$ cat src/hdl/bvp_pkg.sv
package bvp_pkg;

    localparam int TABLE_DEPTH_DEF = 64;
    localparam int SAMPLE_BITS_DEF = 12;

    localparam int MV_W    = 16;
    localparam int PCT_W   = 7;
    localparam int SCALE_W = 24;
    localparam int STAT_W  = 2;
    localparam int ENTRY_W = MV_W + PCT_W;

    localparam logic [SCALE_W-1:0] SCALE_RESET = 24'd65536;
    localparam logic [PCT_W-1:0]   PCT_MAX     = 7'd100;
    localparam logic [MV_W-1:0]    MV_MAX      = 16'hFFFF;

    localparam logic [STAT_W-1:0] STAT_OK    = 2'd0;
    localparam logic [STAT_W-1:0] STAT_FULL  = 2'd1;
    localparam logic [STAT_W-1:0] STAT_SHORT = 2'd2;

    localparam logic CMD_LOAD    = 1'b0;
    localparam logic CMD_CONVERT = 1'b1;

    typedef enum logic [3:0] {
        ST_IDLE,
        ST_DISP,
        ST_LD_RD,
        ST_LD_CHK,
        ST_CV_MUL,
        ST_CV_SCL,
        ST_LK_START,
        ST_LK_CHK,
        ST_DIV,
        ST_OUT
    } state_t;

    typedef enum logic [3:0] {
        OP_NONE,
        OP_CAPTURE,
        OP_LD_RD,
        OP_LD_CHK,
        OP_MUL,
        OP_SCALE,
        OP_LK_START,
        OP_LK_CHK,
        OP_DIV_STEP,
        OP_PUSH
    } dp_op_t;

    typedef struct packed {
        logic is_convert;
        logic drop;
        logic k_zero;
        logic ld_stop;
        logic count_zero;
        logic lk_match;
        logic lk_last;
        logic div_last;
        logic out_free;
    } dp_status_t;

endpackage

$ cat src/hdl/bvp_ram.sv
module bvp_ram #(
    parameter int WIDTH = 8,
    parameter int DEPTH = 64
) (
    input  logic                     aclk,
    input  logic                     we,
    input  logic [$clog2(DEPTH)-1:0] waddr,
    input  logic [WIDTH-1:0]         wdata,
    input  logic [$clog2(DEPTH)-1:0] raddr,
    output logic [WIDTH-1:0]         rdata
);

    logic [WIDTH-1:0] mem [DEPTH];
    logic [WIDTH-1:0] rdata_reg;

    always_ff @(posedge aclk) begin
        if (we) begin
            mem[waddr] <= wdata;
        end
        rdata_reg <= mem[raddr];
    end

    assign rdata = rdata_reg;

endmodule

$ cat src/hdl/bvp_ctrl.sv
module bvp_ctrl (
    input  logic                aclk,
    input  logic                aresetn,
    input  logic                s_tvalid,
    output logic                s_tready,
    input  bvp_pkg::dp_status_t status,
    output bvp_pkg::dp_op_t     op
);
    import bvp_pkg::*;

    state_t state_reg, state_next;

    always_ff @(posedge aclk) begin
        if (!aresetn) begin
            state_reg <= ST_IDLE;
        end else begin
            state_reg <= state_next;
        end
    end

    always_comb begin
        state_next = state_reg;
        unique case (state_reg)
            ST_IDLE: begin
                if (s_tvalid) state_next = ST_DISP;
            end
            ST_DISP: begin
                if (status.is_convert)  state_next = ST_CV_MUL;
                else if (status.drop)   state_next = ST_OUT;
                else                    state_next = ST_LD_RD;
            end
            ST_LD_RD: begin
                state_next = status.k_zero ? ST_OUT : ST_LD_CHK;
            end
            ST_LD_CHK: begin
                state_next = status.ld_stop ? ST_OUT : ST_LD_RD;
            end
            ST_CV_MUL:   state_next = ST_CV_SCL;
            ST_CV_SCL:   state_next = ST_LK_START;
            ST_LK_START: begin
                state_next = status.count_zero ? ST_OUT : ST_LK_CHK;
            end
            ST_LK_CHK: begin
                priority if (status.lk_match) state_next = ST_DIV;
                else if (status.lk_last)      state_next = ST_OUT;
            end
            ST_DIV: begin
                if (status.div_last) state_next = ST_OUT;
            end
            ST_OUT: begin
                if (status.out_free) state_next = ST_IDLE;
            end
            default: state_next = ST_IDLE;
        endcase
    end

    always_comb begin
        op       = OP_NONE;
        s_tready = 1'b0;
        unique case (state_reg)
            ST_IDLE: begin
                s_tready = 1'b1;
                if (s_tvalid) op = OP_CAPTURE;
            end
            ST_DISP:     op = OP_NONE;
            ST_LD_RD:    op = OP_LD_RD;
            ST_LD_CHK:   op = OP_LD_CHK;
            ST_CV_MUL:   op = OP_MUL;
            ST_CV_SCL:   op = OP_SCALE;
            ST_LK_START: op = OP_LK_START;
            ST_LK_CHK:   op = OP_LK_CHK;
            ST_DIV:      op = OP_DIV_STEP;
            ST_OUT: begin
                if (status.out_free) op = OP_PUSH;
            end
            default:     op = OP_NONE;
        endcase
    end

`ifndef SYNTHESIS
    a_accept_dispatch: assert property (@(posedge aclk) disable iff (!aresetn)
        (state_reg == ST_IDLE && s_tvalid) |=> (state_reg == ST_DISP))
        else $error("accepted beat did not dispatch");
    a_div_exit: assert property (@(posedge aclk) disable iff (!aresetn)
        (state_reg == ST_DIV) |=> (state_reg == ST_DIV || state_reg == ST_OUT))
        else $error("divider left to wrong state");
    a_out_release: assert property (@(posedge aclk) disable iff (!aresetn)
        (state_reg == ST_OUT && status.out_free) |=> (state_reg == ST_IDLE))
        else $error("result push did not return to idle");
`endif

endmodule

$ cat src/hdl/bvp_datapath.sv
module bvp_datapath #(
    parameter int TABLE_DEPTH = bvp_pkg::TABLE_DEPTH_DEF,
    parameter int SAMPLE_BITS = bvp_pkg::SAMPLE_BITS_DEF
) (
    input  logic                        aclk,
    input  logic                        aresetn,
    input  bvp_pkg::dp_op_t             op,
    output bvp_pkg::dp_status_t         status,
    input  logic                        in_cmd,
    input  logic [bvp_pkg::MV_W-1:0]    in_mv,
    input  logic [bvp_pkg::PCT_W-1:0]   in_pct,
    input  logic [SAMPLE_BITS-1:0]      in_raw,
    input  logic                        cfg_valid,
    input  logic [bvp_pkg::SCALE_W-1:0] cfg_data,
    output logic                        m_valid,
    input  logic                        m_ready,
    output logic [bvp_pkg::PCT_W-1:0]   m_pct,
    output logic [bvp_pkg::MV_W-1:0]    m_mv,
    output logic [bvp_pkg::STAT_W-1:0]  m_stat
);
    import bvp_pkg::*;

    localparam int AW     = $clog2(TABLE_DEPTH);
    localparam int CW     = $clog2(TABLE_DEPTH + 1);
    localparam int PROD_W = SAMPLE_BITS + SCALE_W;
    localparam int NUM_W  = MV_W + PCT_W;
    localparam int IT_W   = $clog2(NUM_W);
    localparam logic [CW-1:0] DEPTH_C = CW'(TABLE_DEPTH);

    logic                 cmd_reg;
    logic                 drop_reg;
    logic [MV_W-1:0]      new_mv_reg;
    logic [PCT_W-1:0]     new_pct_reg;
    logic [SAMPLE_BITS-1:0] raw_reg;
    logic [SCALE_W-1:0]   scale_reg;
    logic [CW-1:0]        count_reg;
    logic [CW-1:0]        k_reg;
    logic [PROD_W-1:0]    prod_reg;
    logic [MV_W-1:0]      mv_reg;
    logic [MV_W-1:0]      hi_mv_reg;
    logic [PCT_W-1:0]     hi_pct_reg;
    logic [MV_W-1:0]      top_mv_reg;
    logic                 found_reg;
    logic                 neg_reg;
    logic [PCT_W-1:0]     lp_reg;
    logic [NUM_W-1:0]     num_reg;
    logic [MV_W-1:0]      den_reg;
    logic [MV_W-1:0]      rem_reg;
    logic [IT_W-1:0]      it_reg;
    logic                 m_valid_reg;
    logic [PCT_W-1:0]     m_pct_reg;
    logic [MV_W-1:0]      m_mv_reg;
    logic [STAT_W-1:0]    m_stat_reg;

    logic                 ram_we;
    logic [AW-1:0]        ram_waddr;
    logic [ENTRY_W-1:0]   ram_wdata;
    logic [AW-1:0]        ram_raddr;
    logic [ENTRY_W-1:0]   ram_rdata;
    logic [MV_W-1:0]      rd_mv;
    logic [PCT_W-1:0]     rd_pct;

    logic [PROD_W+2:0]    prod5;
    logic [PROD_W-15:0]   mv_full;
    logic                 bracket;
    logic [PCT_W-1:0]     dpct;
    logic [MV_W:0]        rem_s;
    logic                 rem_ge;
    logic [PCT_W-1:0]     pct_res;
    logic [NUM_W-1:0]     head;
    logic                 out_free;

    bvp_ram #(.WIDTH(ENTRY_W), .DEPTH(TABLE_DEPTH)) u_table (
        .aclk  (aclk),
        .we    (ram_we),
        .waddr (ram_waddr),
        .wdata (ram_wdata),
        .raddr (ram_raddr),
        .rdata (ram_rdata)
    );

    assign rd_mv  = ram_rdata[ENTRY_W-1:PCT_W];
    assign rd_pct = ram_rdata[PCT_W-1:0];

    // x5 then drop 17 fraction bits: raw * scale * 2.5 / 65536
    assign prod5   = {prod_reg, 2'b00} + {2'b00, prod_reg};
    assign mv_full = prod5[PROD_W+2:17];

    assign bracket = (mv_reg >= rd_mv) && (mv_reg < hi_mv_reg);
    assign dpct    = (hi_pct_reg >= rd_pct) ? (hi_pct_reg - rd_pct) : (rd_pct - hi_pct_reg);

    assign rem_s  = {rem_reg, num_reg[NUM_W-1]};
    assign rem_ge = rem_s >= {1'b0, den_reg};

    assign out_free = !m_valid_reg || m_ready;

    always_comb begin
        ram_we    = 1'b0;
        ram_waddr = k_reg[AW-1:0];
        ram_wdata = {new_mv_reg, new_pct_reg};
        ram_raddr = AW'(k_reg - 1'b1);
        unique case (op)
            OP_LD_RD: begin
                ram_we = (k_reg == '0);
            end
            OP_LD_CHK: begin
                ram_we = 1'b1;
                if (!(rd_mv >= new_mv_reg)) ram_wdata = ram_rdata;
            end
            OP_LK_START: ram_raddr = '0;
            OP_LK_CHK:   ram_raddr = AW'(k_reg + 1'b1);
            default: ;
        endcase
    end

    // final percentage from the lookup result
    always_comb begin
        head = NUM_W'(PCT_MAX - lp_reg);
        if (!found_reg) begin
            pct_res = (count_reg != '0 && mv_reg >= top_mv_reg) ? PCT_MAX : '0;
        end else if (neg_reg) begin
            pct_res = (num_reg >= NUM_W'(lp_reg)) ? '0 : (lp_reg - PCT_W'(num_reg));
        end else begin
            pct_res = (num_reg >= head) ? PCT_MAX : (lp_reg + PCT_W'(num_reg));
        end
    end

    always_ff @(posedge aclk) begin
        if (!aresetn) begin
            scale_reg   <= SCALE_RESET;
            count_reg   <= '0;
            m_valid_reg <= 1'b0;
        end else begin
            if (cfg_valid) scale_reg <= cfg_data;
            if (m_valid_reg && m_ready) m_valid_reg <= 1'b0;
            if (ram_we && ram_wdata == {new_mv_reg, new_pct_reg}
                && (op == OP_LD_RD || rd_mv >= new_mv_reg)) begin
                count_reg <= count_reg + 1'b1;
            end
            if (op == OP_PUSH) m_valid_reg <= 1'b1;
        end
    end

    always_ff @(posedge aclk) begin
        unique case (op)
            OP_CAPTURE: begin
                cmd_reg     <= in_cmd;
                new_mv_reg  <= in_mv;
                new_pct_reg <= (in_pct > PCT_MAX) ? PCT_MAX : in_pct;
                raw_reg     <= in_raw;
                drop_reg    <= (count_reg == DEPTH_C);
                k_reg       <= count_reg;
            end
            OP_LD_CHK: begin
                k_reg <= k_reg - 1'b1;
            end
            OP_MUL: begin
                prod_reg <= PROD_W'(raw_reg) * PROD_W'(scale_reg);
            end
            OP_SCALE: begin
                mv_reg <= (|mv_full[PROD_W-15:MV_W]) ? MV_MAX : mv_full[MV_W-1:0];
            end
            OP_LK_START: begin
                k_reg     <= '0;
                found_reg <= 1'b0;
            end
            OP_LK_CHK: begin
                hi_mv_reg  <= rd_mv;
                hi_pct_reg <= rd_pct;
                k_reg      <= k_reg + 1'b1;
                if (k_reg == '0) top_mv_reg <= rd_mv;
                if (k_reg != '0 && bracket) begin
                    found_reg <= 1'b1;
                    neg_reg   <= hi_pct_reg < rd_pct;
                    lp_reg    <= rd_pct;
                    num_reg   <= NUM_W'(mv_reg - rd_mv) * NUM_W'(dpct);
                    den_reg   <= hi_mv_reg - rd_mv;
                    rem_reg   <= '0;
                    it_reg    <= '0;
                end
            end
            OP_DIV_STEP: begin
                // restoring divide, one quotient bit a cycle
                it_reg  <= it_reg + 1'b1;
                num_reg <= {num_reg[NUM_W-2:0], rem_ge};
                rem_reg <= rem_ge ? MV_W'(rem_s - {1'b0, den_reg}) : rem_s[MV_W-1:0];
            end
            OP_PUSH: begin
                if (cmd_reg == CMD_CONVERT) begin
                    m_pct_reg  <= pct_res;
                    m_mv_reg   <= mv_reg;
                    m_stat_reg <= (count_reg < CW'(2)) ? STAT_SHORT : STAT_OK;
                end else begin
                    m_pct_reg  <= '0;
                    m_mv_reg   <= '0;
                    m_stat_reg <= drop_reg ? STAT_FULL : STAT_OK;
                end
            end
            default: ;
        endcase
    end

    always_comb begin
        status.is_convert = (cmd_reg == CMD_CONVERT);
        status.drop       = drop_reg;
        status.k_zero     = (k_reg == '0);
        status.ld_stop    = (rd_mv >= new_mv_reg);
        status.count_zero = (count_reg == '0);
        status.lk_match   = (k_reg != '0) && bracket;
        status.lk_last    = (CW'(k_reg + 1'b1) == count_reg);
        status.div_last   = (it_reg == IT_W'(NUM_W - 1));
        status.out_free   = out_free;
    end

    assign m_valid = m_valid_reg;
    assign m_pct   = m_pct_reg;
    assign m_mv    = m_mv_reg;
    assign m_stat  = m_stat_reg;

`ifndef SYNTHESIS
    a_count_bound: assert property (@(posedge aclk) disable iff (!aresetn)
        count_reg <= DEPTH_C)
        else $error("table count beyond depth");
    a_push_valid: assert property (@(posedge aclk) disable iff (!aresetn)
        (op == OP_PUSH) |=> m_valid_reg)
        else $error("pushed result not presented");
    a_pct_range: assert property (@(posedge aclk) disable iff (!aresetn)
        m_valid_reg |-> (m_pct_reg <= PCT_MAX))
        else $error("percentage out of range");
`endif

endmodule

$ cat src/hdl/battery_voltage_to_percent.sv
// Battery voltage to charge percentage by piecewise linear lookup.
// Input channel s_*: one beat per item. tuser carries cmd (0 load a breakpoint,
// 1 convert a sample); tdata carries entry_millivolt, entry_percent, raw_sample.
// Load beats insert a (millivolt, percent) breakpoint into a table kept sorted
// by descending millivolt; a load into a full table is dropped with status 1.
// Convert beats scale the ADC count to millivolts, walk the table for the
// bracketing pair and interpolate with a serial divider.
// Result channel m_*: exactly one beat per input beat, held in an output
// register until taken; a stalled receiver only holds the block at its end.
// Config channel cfg_*: writes adc_scale_q16, always ready; write while idle.
// A load shifts each displaced table entry through the table RAM port; a
// convert walks the table, then runs the one-bit-per-cycle divider when a
// bracket is found. One item at a time.
// Reset (aresetn low, synchronous) empties the table and restores the scale
// to 1.0; no clearing pass is needed.
module battery_voltage_to_percent #(
    parameter int TABLE_DEPTH = bvp_pkg::TABLE_DEPTH_DEF,
    parameter int SAMPLE_BITS = bvp_pkg::SAMPLE_BITS_DEF
) (
    input  logic aclk,
    input  logic aresetn,
    input  logic s_tvalid,
    output logic s_tready,
    // [15:0] entry_millivolt, [22:16] entry_percent, then raw_sample, zero pad
    input  logic [((bvp_pkg::MV_W+bvp_pkg::PCT_W+SAMPLE_BITS+7)/8)*8-1:0] s_tdata,
    // [0] cmd
    input  logic s_tuser,
    output logic m_tvalid,
    input  logic m_tready,
    // [6:0] charge_percent, [22:7] battery_millivolt, [24:23] status, zero pad
    output logic [31:0] m_tdata,
    input  logic cfg_valid,
    output logic cfg_ready,
    input  logic [bvp_pkg::SCALE_W-1:0] cfg_data
);
    import bvp_pkg::*;

    localparam int RAW_LSB = MV_W + PCT_W;
    localparam int OUT_W   = PCT_W + MV_W + STAT_W;

    dp_op_t     op;
    dp_status_t status;
    logic [PCT_W-1:0]  m_pct;
    logic [MV_W-1:0]   m_mv;
    logic [STAT_W-1:0] m_stat;

    // configuration never stalls
    assign cfg_ready = 1'b1;

    bvp_ctrl u_ctrl (
        .aclk     (aclk),
        .aresetn  (aresetn),
        .s_tvalid (s_tvalid),
        .s_tready (s_tready),
        .status   (status),
        .op       (op)
    );

    bvp_datapath #(
        .TABLE_DEPTH (TABLE_DEPTH),
        .SAMPLE_BITS (SAMPLE_BITS)
    ) u_dp (
        .aclk      (aclk),
        .aresetn   (aresetn),
        .op        (op),
        .status    (status),
        .in_cmd    (s_tuser),
        .in_mv     (s_tdata[MV_W-1:0]),
        .in_pct    (s_tdata[MV_W+PCT_W-1:MV_W]),
        .in_raw    (s_tdata[RAW_LSB+SAMPLE_BITS-1:RAW_LSB]),
        .cfg_valid (cfg_valid),
        .cfg_data  (cfg_data),
        .m_valid   (m_tvalid),
        .m_ready   (m_tready),
        .m_pct     (m_pct),
        .m_mv      (m_mv),
        .m_stat    (m_stat)
    );

    // pack the result beat, lowest field first
    assign m_tdata = {{(32-OUT_W){1'b0}}, m_stat, m_mv, m_pct};

endmodule
$ cat config.mk
export PLATFORM = sky130hd
export DESIGN_NAME = battery_voltage_to_percent
export DESIGN_NICKNAME = d
export VERILOG_FILES = /design/src/hdl/bvp_pkg.sv /design/src/hdl/bvp_ram.sv /design/src/hdl/bvp_ctrl.sv /design/src/hdl/bvp_datapath.sv /design/src/hdl/battery_voltage_to_percent.sv
export SDC_FILE = /design/constraint.sdc
export NUM_CORES = 2
export LEC_CHECK = 0
export ABC_AREA = 1
export BUFFER_PORTS_ARGS = -buffer_cell sky130_fd_sc_hd__buf_2
export CAP_MARGIN = 10
export CORE_MARGIN = 4
export CORE_UTILIZATION = 45
export CTS_CLUSTER_SIZE = 10
export DETAILED_ROUTE_END_ITERATION = 12
export PLACE_DENSITY = 0.67
export SLEW_MARGIN = 15
export SYNTH_ARGS = -nofsm -noshare
export SYNTH_HDL_FRONTEND = slang
export SYNTH_SLANG_ARGS = --single-unit
$ cat constraint.sdc
create_clock -name aclk -period 10.8 [get_ports aclk]
set_input_delay 2.16 -clock aclk [delete_from_list [all_inputs] [get_ports aclk]]
set_output_delay 2.16 -clock aclk [all_outputs]
set_load 0.1 [all_outputs]
Word-level counts from Yosys, hierarchy flattened
Memory sizes are Yosys's and may differ from the RTL's. A register that Yosys moved wholly into a read port is not among the register bits.
Index checks and enable logic that the tools add are counted.
- register bits: 265
- latch bits: 0
- output and inout port bits: 35
- memories: 1
- ROM bits: 0
- bits in writable memories: 1472
- word-level logic and storage cells: 145
- input bits: 70
- memory list (memory ; depth ; bits a word ; rd ports ; clocked after memory_dff ; wr ports ; line ; source):
    u_dp.u_table.mem ; 64 ; 23 ; 1 ; 1 ; 1 ; bvp_ram.sv:13 ; logic [WIDTH-1:0] mem [DEPTH];
- bitwise logic cells: 0
- $lt $le $gt $ge: 11
- add/subtract/negate cells: 13
- div/mod/pow operators: 0
- multipliers: 2
- shifts and indexed selects: 0
- mux-type cells: 42
- reduce and logical (&&, ||, !) cells: 24
- equal/unequal tests: 27
- operators with widths (cell ; count):
    $mux 23 ; 3
    $ge 16x16->1 ; 3
    $pmux 23 s2 ; 1
    $mux 4 ; 11
    $mux 7 ; 6
    $pmux 4 s10 ; 1
    $add 38x36->39 ; 1
    $mul 12x24->36 ; 1
    $pmux 4 s9 ; 1
    $eq 4x3->1 const B ; 8
    $mux 16 ; 2
    $pmux 16 s2 ; 1
    $sub 16x16->16 ; 2
    $pmux 7 s4 ; 1
    $eq 23x23->1 ; 1
    $ge 23x23->1 ; 1
    $ge 23x7->1 ; 1
    $mul 23x7->23 ; 1
    $sub 7x7->7 ; 3
    $ge 17x16->1 ; 1
    $sub 16x16->17 ; 1
    $eq 4x2->1 const B ; 4
    $eq 4x4->1 const B ; 4
    $lt 16x16->1 ; 1
    other kinds (33) ; 59

Longest topological paths before layout
- depth after elaboration: 9
- depth in mapped cells: 36
- depth with buffers taken out: 35

Hierarchy
From an unflattened synthesis, not the netlist that was laid out.
- cells, all modules: 8928
- area, all modules: 91361.4 um^2
- modules (own cells, without submodules) (module ; cells each ; area an instance (um^2) ; instances ; sequential area each (um^2)):
    bvp_ram ; 5014 ; 59935.0 ; 1 ; 44662.8
    bvp_datapath ; 3823 ; 30939.7 ; 1 ; 7517.2
    bvp_ctrl ; 81 ; 419.2 ; 1 ; 80.1
    battery_voltage_to_percent ; 10 ; 67.6 ; 1 ; 0.0

Least setup slack after synthesis
OpenSTA, ideal clock, no wires.
- kind: register -> register
- start: register u_dp.u_table.rdata_reg[2], in the netlist u_dp.u_table.rdata[2] (read register of u_dp.u_table.mem)
- end: register u_dp.num_reg[19], data pin
- period minus slack after synthesis: 6.287 ns
- stages on the path, launching flop included: 35
- buffers on the path: 2
- arrival time: 6.033 ns
- required time: 10.546 ns
- setup time: 0.254 ns
- path slack: 4.513 ns
- cell sequence: dfxtp_1 > inv_1 > ha_1 > buf_2 > a21oi_1 > nand2_1 > nand2_1 > nand2_1 > nor2_2 > o21ai_0 > xnor2_1 > buf_2 > nor2_1 > fa_1 > inv_1 > fa_1 > inv_1 > fa_1 > inv_1 > fa_1 > inv_1 > ha_1 > nand2_1 > nand2_1 > nand3_1 > nand2_1 > a21oi_1 > inv_1 > a21oi_1 > o21bai_1 > nand3_1 > nand2_1 > or2_2 > nand3_1 > nand2_1
- longest elaborated chain between the ends: 5
- elaborated cells on any way between the ends: 7
- classes of those cells: 2 x add/sub; 1 x mul; 1 x order compare; 3 x mux
- RTL lines (item ; line ; source):
    start: declaration ; bvp_ram.sv:14 ; logic [WIDTH-1:0] rdata_reg;
    $sub 7x7->7 / $ge 7x7->1 (equally long branches) ; bvp_datapath.sv:90 ; assign dpct = (hi_pct_reg >= rd_pct) ? (hi_pct_reg - rd_pct) : (rd_pct - hi_pct_reg);
    $mux 7 (*) ; bvp_datapath.sv:90 ;
    $mul 23x7->23 (*) ; bvp_datapath.sv:176 ; num_reg <= NUM_W'(mv_reg - rd_mv) * NUM_W'(dpct);
    $mux 23 (*) ; bvp_datapath.sv:172 ; if (k_reg != '0 && bracket) begin
    $pmux 23 s2 (*) ; bvp_datapath.sv:145 ; unique case (op)
    end signal: assignment ; bvp_datapath.sv:176 ;
    end signal: assignment ; bvp_datapath.sv:185 ; num_reg <= {num_reg[NUM_W-2:0], rem_ge};
    end: declaration ; bvp_datapath.sv:46 ; logic [NUM_W-1:0] num_reg;
Every way passes the cells marked *; elsewhere a longest branch is shown, timed or not. The select of a mux whose other input is x is not followed.
A chain may end at the register's enable or synchronous reset.

Final worst setup path
- start: register u_dp.u_table.rdata_reg[4], in the netlist u_dp.u_table.rdata[4] (read register of u_dp.u_table.mem)
- end: register u_dp.num_reg[19], data pin
The elaborated chain is that of the path after synthesis.

==> qor.yml <==
status: "finished, final reports clean"
nets: 8525
fmax_mhz: 141.0
antenna_found_initial: 5
cts.path.max_buffers: 3
start_util_pct: 45.25
report.final.slew_viol_count: 0
gp_congestion: 0.9025
drive_above_1_share_pct: 7.412
synth_top_area_share_pct: 57.89
hold_path_class: "register to register"
avgSynthCellArea_um2: 11.25
top_usage_layer: "met2"
period_share_pct: 65.67
drtIter0Drc: 5948
nFillCells: 16937
grt.total_usage_pct: 22.05
crit_arrival_ns: 7.65
critPathMostFrequentCell: "nand2_1"
insertion_delay_ns: 0.82
synth_flop_cell: "edfxtp_1"
min_period_ns: 7.093
ys_seq_elements: 1760
drtPass1Iterations: 10
route.detailed.drc: 0
cts_sinks: 1760
synthToLayoutAreaGrowth_pct: 10.07
r2r_end: "u_dp.num_reg[19]"
core-area_um2: 195000
r2r_cells: 33
crit_end: "u_dp.num_reg[19]"
met2_usage_pct: 35.89
r2r_start: "u_dp.u_table.rdata[4]"
netlist_area_um2: 88240
clkSlewWorstSetupHoldPaths_ns: 0.06
io_pins: 105
worst-endpoint-required_ns: 11.36
holdBufCountCts: 0
die_area_um2: 203200
synth_top_area_cell: "edfxtp_1"
rrSetupSlack_ns: 3.71
finClkSkew_ns: 0.03199
grt_pass1_wl_um: 349600
cts_root_buf: "clkbuf_16"
crit_path_max_incr_delay_ns: 0.57
startpoint: "u_dp.u_table.rdata[4]"
crit_slowest_cell: "fa_1"
tightest_slew_ns: 1.134
drv.max_cap_violation_count: 0
yosys.cell_types.count: 56
setup_viol: 0
endpoint_kind: "register"
cts_made_buffers: 198
cts_tree: "yes"
grt_max_degree: 222
crit_type: "register to register"
yosys_warnings: 0
tns_ns: 0
async_flop_share_pct: 0
largest_reg_flops: 1472
synth_common_cells: "1701 x edfxtp_1, 1142 x nor2_1, 827 x nand2_1"
ys_seq_area_share_pct: 59.23
die_x_um: 450.8
post_cts_buffers: 0
fp.dieH_um: 450.8
yosysMostFrequentCell: "edfxtp_1"
synth_edf_count: 1701
htreeDepth: 4
max_slew_margin_pct: 24.40
synthTopCellsByArea: "edfxtp_1 58%, fa_1 7.1%, nor2_1 4.9%, ha_1 4.2%, o21ai_0 3.9%"
grt_util_met3_pct: 3.944
rsz0062_at_grt: "no"
final_area_um2: 97120
rows: 162
grt.overflow.total: 0
portBuffers: 91
startpoint_type: "register"
dpl_cell_area_um2: 91640
setup_slack_ns: 3.707
ant_nets: 0
place_ws_ns: 3.731
syn-instance-count: 7841
grt_pass1_vias: 60333
critical_path.max_fanout: 16
cts_resized: 0
finalHoldWorstSlack_ns: 0.5228
viasPerCell: 5.746
totalWireLength_um: 228100
vias: 60519
avgRoutedWirePerCell_um: 21.66
place_hpwl_um: 135600
met1_usage_pct: 29.55
hold_viol_final: 0
[routing by layer]
metal | vias up | share of wire (%)
li1 | 27615 | -
met2 | 2569 | 47
met5 | - | 0
met1 | 29880 | 41
met3 | 455 | 7.8
met4 | 0 | 3.7
[worst min-delay path by stage]
stage | endpoint | startpoint | depth (start not counted)
6_report | u_dp.top_mv_reg[0] | u_dp.u_table.rdata[7] | 0
4_1_cts | u_dp.top_mv_reg[0] | u_dp.u_table.rdata[7] | 0
3_5_place_dp | u_dp.lp_reg[2] | u_dp.u_table.rdata[2] | 0
5_1_grt | u_dp.top_mv_reg[2] | u_dp.u_table.rdata[9] | 0
3_3_place_gp | u_dp.lp_reg[2] | u_dp.u_table.rdata[2] | 0
2_1_floorplan | u_dp.hi_pct_reg[6] | u_dp.u_table.rdata[6] | 0
[layout make-up]
cell class,instances,area [um^2],share of cell area (%)
inverter,765,2894,2.980
sequential,1760,52260,53.81
tap,2624,3283,3.380
multi-input combinational,4904,31710,32.65
antenna,3,7.507,0.007730
clock inverter,24,319.1,0.3285
timing repair buffer,221,1494,1.538
clock buffer,232,5154,5.306
[placed cells by master, fill, tap and decap left out, types with 185 or more instances in the layout]
cell	n
fa_1	312
o21ai_0	689
clkbuf_16	199
o22ai_1	185
o221ai_1	190
ha_1	293
a21oi_1	224
edfxtp_1	1701
nor2_1	1076
nand2_1	826
inv_1	754
o21ai_1	192
nand3_1	269
o211ai_1	192
[kinds of logic after synthesis]
logic type / Yosys count / share of synthesized area (%)
AND/OR/NAND/NOR: 2391 / 11.03
AO/OA/AOI/OAI: 1777 / 11.94
flip-flops: 1760 / 59.23
buffers and inverters: 1183 / 5.339
adder cells (fa/ha/maj): 605 / 11.23
XOR/XNOR: 123 / 1.221
other: 2 / 0.008511
[per-stage QoR]
step	std cells	utilization, %
finish	10533	49.81
CTS	10530	49.80
detailed placement	10274	47.00
global route	10531	49.80
floorplan	7847	-
global placement	10274	47.00
[worst max-delay path, delay by kind of cell, from the launching register on]
| kind | cells | cell delay (ns) |
|---|---|---|
| compound gates | 5 | 1.06 |
| xor+xnor | 1 | 0.17 |
| fa+ha+maj | 6 | 2.84 |
| buf+inv | 7 | 0.79 |
| flops | 1 | 0.45 |
| simple gates | 14 | 1.51 |
Power is not shown: default switching activity piles up to over one toggle a cycle in this logic, so the estimate is an artifact.
